`src/rtl/core/lcg64fnv_pkg.sv`:
```
// Shared types, constants and command codes for the LCG64 / FNV-1a seed block.
`timescale 1ns / 1ps
`default_nettype none

package lcg64fnv_pkg;

    // Generator and hash constants
    localparam logic [63:0] LCG_MUL      = 64'd6364136223846793005;
    localparam logic [63:0] LCG_ADD      = 64'd1442695040888963407;
    localparam logic [63:0] FNV_BASIS    = 64'd14695981039346656037;
    localparam logic [63:0] FNV_PRIME    = 64'd1099511628211;
    localparam logic [63:0] MASTER_RESET = 64'd12345;

    // Command codes carried in the request beat
    localparam logic [2:0] CMD_LOAD_SEED = 3'd0;
    localparam logic [2:0] CMD_NEXT64    = 3'd1;
    localparam logic [2:0] CMD_NEXT32    = 3'd2;
    localparam logic [2:0] CMD_RANGE     = 3'd3;
    localparam logic [2:0] CMD_BERNOULLI = 3'd4;
    localparam logic [2:0] CMD_KEY_BYTE  = 3'd5;

    // Configuration space
    localparam int          PADDR_W         = 4;
    localparam logic        REG_MASTER_SEED = 1'b0;

    // Divider iteration count, one quotient bit per cycle
    localparam logic [4:0]  DIV_LAST_STEP   = 5'd31;
    localparam logic [4:0]  MUL_LAST_STEP   = 5'd3;

    typedef struct packed {
        logic [2:0]         cmd;
        logic [63:0]        seed_value;
        logic signed [31:0] range_low;
        logic signed [31:0] range_high;
        logic [32:0]        probability;
        logic [7:0]         key_byte;
        logic               key_last;
        logic               use_master;
    } req_t;

    typedef struct packed {
        logic [63:0] value;
        logic        flag;
    } rsp_t;

    typedef enum logic [2:0] {
        ST_IDLE,
        ST_DECODE,
        ST_MUL,
        ST_FIN,
        ST_DIV,
        ST_RFIN,
        ST_EMIT
    } state_t;

    // Controller to datapath commands
    typedef struct packed {
        logic       latch;
        logic       seed_wr;
        logic       mul_init;
        logic       mul_step;
        logic [1:0] step;
        logic       fin;
        logic       div_step;
        logic       range_done;
        logic       empty_done;
        logic       emit;
    } ctrl_t;

    // Datapath to controller status
    typedef struct packed {
        logic [2:0] cmd;
        logic       range_empty;
        logic       key_last;
    } stat_t;

endpackage : lcg64fnv_pkg

`default_nettype wire

```
`src/rtl/core/lcg64_random_with_fnv_seed_derive.sv`:
```
// Flow: decode, 4-step shared 32x32 multiply, finish, emit for next64/next32/bernoulli/last
// key byte; a non-empty range adds a 32-step divider and a range finish before emit, an empty
// range goes from decode to emit. Load seed writes the state in decode and a non-last key byte
// updates the hash at finish, neither with a result. Throughput: one item at a time; an
// earlier result may still wait in the output register, a stalled one delays the emit.
// Reset: rng state 0, hash at the FNV offset basis, master seed 12345, channels idle.
`timescale 1ns / 1ps
`default_nettype none

module lcg64_random_with_fnv_seed_derive (
    input  wire                                clk,
    input  wire                                rst_n,
    input  wire                                req_valid,
    output logic                               req_stall,
    input  lcg64fnv_pkg::req_t                 req,
    output logic                               rsp_valid,
    input  wire                                rsp_stall,
    output lcg64fnv_pkg::rsp_t                 rsp,
    input  wire                                psel,
    input  wire                                penable,
    input  wire                                pwrite,
    input  wire [lcg64fnv_pkg::PADDR_W-1:0]    paddr,
    input  wire [63:0]                         pwdata,
    output logic [63:0]                        prdata,
    output logic                               pready
);
    import lcg64fnv_pkg::*;

    ctrl_t       ctrl;
    stat_t       stat;
    logic        cfg_wr;
    logic [63:0] master_seed;

    // Decode register writes on the access phase
    assign pready = 1'b1;
    assign cfg_wr = psel && penable && pwrite && pready &&
                    (paddr[PADDR_W-1] == REG_MASTER_SEED);
    assign prdata = (paddr[PADDR_W-1] == REG_MASTER_SEED) ? master_seed : '0;

    lcg64fnv_ctrl u_ctrl (
        .clk       (clk),
        .rst_n     (rst_n),
        .req_valid (req_valid),
        .req_stall (req_stall),
        .rsp_valid (rsp_valid),
        .rsp_stall (rsp_stall),
        .stat      (stat),
        .ctrl      (ctrl)
    );

    lcg64fnv_dp u_dp (
        .clk         (clk),
        .rst_n       (rst_n),
        .req         (req),
        .ctrl        (ctrl),
        .stat        (stat),
        .rsp         (rsp),
        .cfg_wr      (cfg_wr),
        .cfg_data    (pwdata),
        .master_seed (master_seed)
    );

endmodule : lcg64_random_with_fnv_seed_derive

`default_nettype wire

```
`src/rtl/core/lcg64fnv_ctrl.sv`:
```
// Sequencing state machine: handshakes, multiply and divide step counting.
`timescale 1ns / 1ps
`default_nettype none

module lcg64fnv_ctrl (
    input  wire                 clk,
    input  wire                 rst_n,
    input  wire                 req_valid,
    output logic                req_stall,
    output logic                rsp_valid,
    input  wire                 rsp_stall,
    input  lcg64fnv_pkg::stat_t stat,
    output lcg64fnv_pkg::ctrl_t ctrl
);
    import lcg64fnv_pkg::*;

    state_t     state_reg, state_next;
    logic [4:0] cnt_reg, cnt_next;
    logic       rsp_valid_reg, rsp_valid_next;

    // State, step counter and output valid registers
    always_ff @(posedge clk or negedge rst_n)
    begin
        if (!rst_n)
        begin
            state_reg     <= ST_IDLE;
            cnt_reg       <= '0;
            rsp_valid_reg <= 1'b0;
        end
        else
        begin
            state_reg     <= state_next;
            cnt_reg       <= cnt_next;
            rsp_valid_reg <= rsp_valid_next;
        end
    end

    // Next state and datapath commands
    always_comb
    begin
        state_next = state_reg;
        cnt_next   = cnt_reg;
        ctrl       = '0;
        ctrl.step  = cnt_reg[1:0];
        req_stall  = 1'b1;

        unique case (state_reg)
            ST_IDLE:
            begin
                req_stall = 1'b0;
                if (req_valid)
                begin
                    ctrl.latch = 1'b1;
                    state_next = ST_DECODE;
                end
            end
            ST_DECODE:
            begin
                cnt_next = '0;
                priority if (stat.cmd == CMD_LOAD_SEED)
                begin
                    ctrl.seed_wr = 1'b1;
                    state_next   = ST_IDLE;
                end
                else if (stat.cmd == CMD_RANGE && stat.range_empty)
                begin
                    ctrl.empty_done = 1'b1;
                    state_next      = ST_EMIT;
                end
                else if (stat.cmd == CMD_NEXT64 || stat.cmd == CMD_NEXT32 ||
                         stat.cmd == CMD_RANGE || stat.cmd == CMD_BERNOULLI ||
                         stat.cmd == CMD_KEY_BYTE)
                begin
                    ctrl.mul_init = 1'b1;
                    state_next    = ST_MUL;
                end
                else
                begin
                    // Drop unused command codes
                    state_next = ST_IDLE;
                end
            end
            ST_MUL:
            begin
                ctrl.mul_step = 1'b1;
                if (cnt_reg == MUL_LAST_STEP)
                begin
                    state_next = ST_FIN;
                end
                else
                begin
                    cnt_next = cnt_reg + 5'd1;
                end
            end
            ST_FIN:
            begin
                ctrl.fin = 1'b1;
                cnt_next = '0;
                priority if (stat.cmd == CMD_KEY_BYTE && !stat.key_last)
                    state_next = ST_IDLE;
                else if (stat.cmd == CMD_RANGE)
                    state_next = ST_DIV;
                else
                    state_next = ST_EMIT;
            end
            ST_DIV:
            begin
                ctrl.div_step = 1'b1;
                if (cnt_reg == DIV_LAST_STEP)
                begin
                    state_next = ST_RFIN;
                end
                else
                begin
                    cnt_next = cnt_reg + 5'd1;
                end
            end
            ST_RFIN:
            begin
                ctrl.range_done = 1'b1;
                state_next      = ST_EMIT;
            end
            ST_EMIT:
            begin
                // Hand the result over once the output register is free
                if (!rsp_valid_reg || !rsp_stall)
                begin
                    ctrl.emit  = 1'b1;
                    state_next = ST_IDLE;
                end
            end
            default:
            begin
                state_next = ST_IDLE;
            end
        endcase
    end

    // Hold valid while stalled, set on a new result
    always_comb
    begin
        rsp_valid_next = ctrl.emit ? 1'b1 : (rsp_valid_reg && rsp_stall);
    end

    assign rsp_valid = rsp_valid_reg;

endmodule : lcg64fnv_ctrl

`default_nettype wire

```
`src/rtl/core/lcg64fnv_dp.sv`:
```
// Datapath: generator and hash state, shared 32x32 multiplier, bit-serial divider.
`timescale 1ns / 1ps
`default_nettype none

module lcg64fnv_dp (
    input  wire                 clk,
    input  wire                 rst_n,
    input  lcg64fnv_pkg::req_t  req,
    input  lcg64fnv_pkg::ctrl_t ctrl,
    output lcg64fnv_pkg::stat_t stat,
    output lcg64fnv_pkg::rsp_t  rsp,
    input  wire                 cfg_wr,
    input  wire [63:0]          cfg_data,
    output logic [63:0]         master_seed
);
    import lcg64fnv_pkg::*;

    // Architectural state
    logic [63:0] rng_reg, rng_next;
    logic [63:0] hash_reg, hash_next;
    logic [63:0] master_reg;

    // Working registers
    req_t        item_reg;
    logic [63:0] op_a_reg, op_b_reg;
    logic [63:0] prod_reg;
    logic [63:0] acc_reg;
    logic [31:0] span_reg;
    logic [31:0] dvd_reg;
    logic [32:0] rem_reg;
    logic [63:0] res_value_reg;
    logic        res_flag_reg;
    rsp_t        rsp_reg;

    logic [31:0] mul_a, mul_b;
    logic [63:0] prod_next;
    logic [63:0] adv;
    logic [32:0] rem_sh;

    // Shared multiplier: pick the 32-bit halves for this partial product
    always_comb
    begin
        unique case (ctrl.step)
            2'd0:
            begin
                mul_a = op_a_reg[31:0];
                mul_b = op_b_reg[31:0];
            end
            2'd1:
            begin
                mul_a = op_a_reg[31:0];
                mul_b = op_b_reg[63:32];
            end
            default:
            begin
                mul_a = op_a_reg[63:32];
                mul_b = op_b_reg[31:0];
            end
        endcase
        prod_next = {32'd0, mul_a} * {32'd0, mul_b};
    end

    assign adv    = acc_reg + LCG_ADD;
    assign rem_sh = {rem_reg[31:0], dvd_reg[31]};

    // Generator and hash state updates
    always_comb
    begin
        rng_next  = rng_reg;
        hash_next = hash_reg;
        if (ctrl.seed_wr)
        begin
            rng_next = item_reg.seed_value;
        end
        if (ctrl.fin)
        begin
            if (item_reg.cmd == CMD_KEY_BYTE)
            begin
                hash_next = item_reg.key_last ? FNV_BASIS : acc_reg;
            end
            else
            begin
                rng_next = adv;
            end
        end
    end

    always_ff @(posedge clk or negedge rst_n)
    begin
        if (!rst_n)
        begin
            rng_reg    <= '0;
            hash_reg   <= FNV_BASIS;
            master_reg <= MASTER_RESET;
        end
        else
        begin
            rng_reg  <= rng_next;
            hash_reg <= hash_next;
            if (cfg_wr)
            begin
                master_reg <= cfg_data;
            end
        end
    end

    // Capture the request beat
    always_ff @(posedge clk)
    begin
        if (ctrl.latch)
        begin
            item_reg <= req;
        end
    end

    // Load multiplier operands and accumulate partial products
    always_ff @(posedge clk)
    begin
        if (ctrl.mul_init)
        begin
            if (item_reg.cmd == CMD_KEY_BYTE)
            begin
                op_a_reg <= hash_reg ^ {56'd0, item_reg.key_byte};
                op_b_reg <= FNV_PRIME;
            end
            else
            begin
                op_a_reg <= rng_reg;
                op_b_reg <= LCG_MUL;
            end
        end
        if (ctrl.mul_step)
        begin
            prod_reg <= prod_next;
            unique case (ctrl.step)
                2'd0:    acc_reg <= acc_reg;
                2'd1:    acc_reg <= prod_reg;
                default: acc_reg <= acc_reg + {prod_reg[31:0], 32'd0};
            endcase
        end
    end

    // Result, divider setup and restoring division steps
    always_ff @(posedge clk)
    begin
        if (ctrl.empty_done)
        begin
            res_value_reg <= {32'd0, item_reg.range_low};
            res_flag_reg  <= 1'b0;
        end
        if (ctrl.fin)
        begin
            res_flag_reg <= 1'b0;
            unique case (item_reg.cmd)
                CMD_KEY_BYTE:
                    res_value_reg <= acc_reg ^ (item_reg.use_master ? master_reg : rng_reg);
                CMD_NEXT32:
                    res_value_reg <= {32'd0, adv[63:32]};
                CMD_BERNOULLI:
                begin
                    res_value_reg <= '0;
                    res_flag_reg  <= ({1'b0, adv[63:32]} < item_reg.probability);
                end
                default:
                    res_value_reg <= adv;
            endcase
            span_reg <= item_reg.range_high - item_reg.range_low;
            dvd_reg  <= adv[63:32];
            rem_reg  <= '0;
        end
        if (ctrl.div_step)
        begin
            dvd_reg <= {dvd_reg[30:0], 1'b0};
            if (rem_sh >= {1'b0, span_reg})
                rem_reg <= rem_sh - {1'b0, span_reg};
            else
                rem_reg <= rem_sh;
        end
        if (ctrl.range_done)
        begin
            res_value_reg <= {32'd0, item_reg.range_low + rem_reg[31:0]};
            res_flag_reg  <= 1'b0;
        end
        if (ctrl.emit)
        begin
            rsp_reg.value <= res_value_reg;
            rsp_reg.flag  <= res_flag_reg;
        end
    end

    assign stat.cmd         = item_reg.cmd;
    assign stat.range_empty = (item_reg.range_high <= item_reg.range_low);
    assign stat.key_last    = item_reg.key_last;
    assign rsp              = rsp_reg;
    assign master_seed      = master_reg;

endmodule : lcg64fnv_dp

`default_nettype wire

```
`config.mk`:
```
export PLATFORM = sky130hd
export DESIGN_NAME = lcg64_random_with_fnv_seed_derive
export DESIGN_NICKNAME = d
export VERILOG_FILES = /design/src/rtl/core/lcg64fnv_pkg.sv /design/src/rtl/core/lcg64_random_with_fnv_seed_derive.sv /design/src/rtl/core/lcg64fnv_ctrl.sv /design/src/rtl/core/lcg64fnv_dp.sv
export SDC_FILE = /design/constraint.sdc
export NUM_CORES = 2
export LEC_CHECK = 0
export BUFFER_PORTS_ARGS = -buffer_cell sky130_fd_sc_hd__clkbuf_2
export CORE_MARGIN = 10
export CORE_UTILIZATION = 57
export DETAILED_ROUTE_END_ITERATION = 12
export PLACE_DENSITY_LB_ADDON = 0.3
export SLEW_MARGIN = 20
export SYNTH_ARGS = -nofsm -noshare
export SYNTH_HDL_FRONTEND = slang
export SYNTH_HIERARCHICAL = 1
export SYNTH_SLANG_ARGS = --single-unit
export TNS_END_PERCENT = 1
```
`constraint.sdc`:
```
create_clock -name clk -period 9.9 [get_ports clk]
set_input_delay 1.98 -clock clk [delete_from_list [all_inputs] [get_ports clk]]
set_output_delay 1.98 -clock clk [all_outputs]
set_load 0.05 [all_outputs]
```
==> run metrics <==
CP max-delay cell=dfrtp_2; Worst Slack Setup Final=0.490 ns; RSZ-0062 raised after global routing=no; Initial Util=57.5%; grt ovf=0; Async SR Flop Fraction=25.3%; synthesized net count=7,660; hold_buf cts=0; max FFs per register=170; Worst path most repeated cell=fa_1; largest net degree at the start of global routing=127; post-route cell area=73,500 sq um; vias per cell=5.99; post-synth top area cell=edfxtp_1; min Tclk post-route=9.41 ns; CP max stage delay=0.85 ns; clk buf depth=3; Synth Register Bits=795; clock skew=around 0.031 ns; Total Wirelength=about 220 mm; Placed Area=70,900 sq um; Worst-path clk slew=0.06 ns; Die H=360 um; DRT iter0 DRCs=5,473; CTS buffer count=75; RR Startpoint=u_ctrl/cnt_reg[1]; Root Buffer=clkbuf_16; outcome=complete, no violations; Worst Setup Path Type=register to register; largest cells by area after synthesis=edfxtp_1 (26%), fa_1 (18%), ha_1 (11%), dfrtp_1 (6.3%), inv_1 (5.5%); Top delay family on crit path=adder cells; CP bufs+invs=6; final hold violations=0; Cell Area, Synth=65,900 sq um; WP data required=10.29 ns; first-pass GRT wire length=327 mm; Fin Setup TNS=0 ns; Core ar.=roughly 110,000 sq um; Cell Rows=124; Mean Syn Cell Area=10.6 sq um; most frequent cells after synthesis=inv_1 (973), fa_1 (600), ha_1 (588); Mapped Cells=6,223; die area=130,000 sq um; IO Port Bufs=around 380; CP startpoint=u_ctrl/cnt_reg[1]; crit-path max FO=24; Netlist cell types=~110; fill count=slightly above 9,000; Post-synth EDFFs=between 500 and 600; Layout area overhead=11.6%; Tightest Hold Check Type=register to register; GRT Total Usage=33.8%; post-DP HPWL=between 150 and 200 mm; count leader, synth=inv_1; Final #Nets=between 8,000 and 9,000; Post-CTS Setup Bufs=0; Die Width=about 360 um; Max Cap Viol=0; io pins=381; FMAX=0.106 GHz; routability cong.=1.02; Slew Limit Headroom=27.2%; Worst Max-Slew Pin Slew=1.09 ns; Worst-Skew Late Latency=between 0.6 and 0.7 ns; startpoint types=register; DR DRC count=0; Ys Warns=6; via total after detailed routing=49,700; WP data arrival=around 9.8 ns; vias in the first global route=around 50,000; initial antenna violation count=6; drt pass-1 iters=7; Period Utilization, post-route=95.0%; Seq/Total Area, Yosys=between 30 and 40%; layout cell share with drive strength beyond 1=roughly 15%; min-delay src=u_dp/res_value_reg[46]; CP Capture Type=register; Max Slew Vio Count=0; area share of the largest cell type after synthesis=roughly 26%; CTS tree=built; setup violators final=0; post-CTS resize count=0; pre-CTS setup slack=0.613 ns; Sink Count=795; Top FF cell, synth=edfxtp_1; htree depth=3; Routed Antenna Nets=0; DR WL/cell=approximately 27 um
-- per-stage QoR --
| step | instances | utilization, % | hold slack [ns] |
|---|---|---|---|
| 3_3_place_gp | 8150 | 61.9 | 0.404 |
| 6_report | 8294 | 64.2 | 0.415 |
| 3_5_place_dp | 8150 | 61.9 | 0.405 |
| 4_1_cts | 8290 | 64.2 | 0.416 |
| 5_1_grt | 8292 | 64.2 | 0.421 |
| 2_1_floorplan | 6223 | - | 0.400 |
-- worst paths after layout --
| check | endpoint | slack [ns] | depth (start not counted) |
|---|---|---|---|
| max | u_dp/prod_reg[61] | 0.49 | 27 |
| min | u_dp/rsp[47] | 0.41 | 0 |
| min in group asynchronous | u_dp/master_seed[14] | 1.32 | 1 |
| max in group asynchronous | u_dp/rng_reg[18] | 7.27 | 2 |
| max reg2reg | u_dp/prod_reg[61] | 0.49 | 27 |
| min reg2reg | u_dp/rsp[47] | 0.41 | 0 |
-- final cells by class --
type | instances | area (sq um) | share of cell area (%)
Inverter | 976 | 3660 | 4.98
Sequential cell | 795 | 22600 | 30.7
Clock buffer | 97 | 2090 | 2.85
Tap cell | 1512 | 1890 | 2.57
Multi-Input combinational cell | 4219 | 38800 | 52.8
Timing Repair Buffer | 648 | 4000 | 5.44
Antenna cell | 4 | 10.0 | 0.0136
Clock inverter | 43 | 483 | 0.657
-- kinds of logic (layout without fill, tap and decap cells) --
| kind of cell | count (synthesis) | in the layout | synth area share [%] |
|---|---|---|---|
| and+or+nand+nor | 1362 | 1362 | 9.83 |
| buffers and inverters | 1209 | 1764 | 7.03 |
| adders and majority gates | 1194 | 1194 | 29.5 |
| AOI/OAI and AO/OA | 1081 | 1081 | 10.9 |
| DFF | 795 | 795 | 34.3 |
| xor gates and xnor gates | 313 | 313 | 4.21 |
| muxes | 268 | 268 | 4.27 |
| other | 1 | 5 | 0.00569 |
-- metal layers --
layer  global-route usage, %  share of wire, %  up-vias  routed length [um]
met5                   0.518             0.066        -                 147
li1                        -                 -    22000                   -
met1                    42.5                38    24600               84300
met2                    55.0                47     2587              104000
met3                    6.01               8.8      486               19700
met4                    18.8               6.5        6               14500
-- placed cells by master (no fill, tap or decap), types with 19 or more instances in the layout --
| master | synthesis | layout |
|---|---|---|
| nand3_1 | 46 | 46 |
| edfxtp_1 | 560 | 560 |
| and3_1 | 28 | 26 |
| fa_1 | 600 | 600 |
| a21o_1 | 126 | 126 |
| nor2b_2 | 30 | 30 |
| dfxtp_1 | 34 | 34 |
| a211oi_1 | 46 | 45 |
| a22o_1 | 27 | 27 |
| a222oi_1 | 21 | 21 |
| o21ai_0 | 241 | 241 |
| nand4_1 | 34 | 34 |
| xnor2_1 | 207 | 206 |
| clkbuf_2 | 0 | 374 |
| nand2b_1 | 86 | 85 |
| mux2_2 | 105 | 105 |
| clkbuf_16 | 0 | 77 |
| a31oi_1 | 24 | 24 |
| o21a_1 | 37 | 37 |
| ha_1 | 588 | 588 |
| o21bai_1 | 37 | 37 |
| a22oi_1 | 22 | 22 |
| mux2i_1 | 162 | 160 |
| dfstp_2 | 34 | 34 |
| or3_1 | 21 | 21 |
| buf_4 | 9 | 268 |
| o31ai_1 | 19 | 19 |
| inv_1 | 973 | 972 |
| nand2_1 | 525 | 521 |
| and2_1 | 66 | 65 |
| nor3_1 | 51 | 49 |
| dfrtp_1 | 167 | 166 |
| o221ai_1 | 21 | 21 |
| xor2_1 | 102 | 102 |
| nor2_1 | 334 | 329 |
| a21oi_1 | 281 | 280 |
| nor2b_1 | 65 | 64 |
| a221o_1 | 23 | 23 |
Power is left out: the tool's default activity adds up to more than one toggle a clock period on the data nets, which glitch-free logic cannot reach.
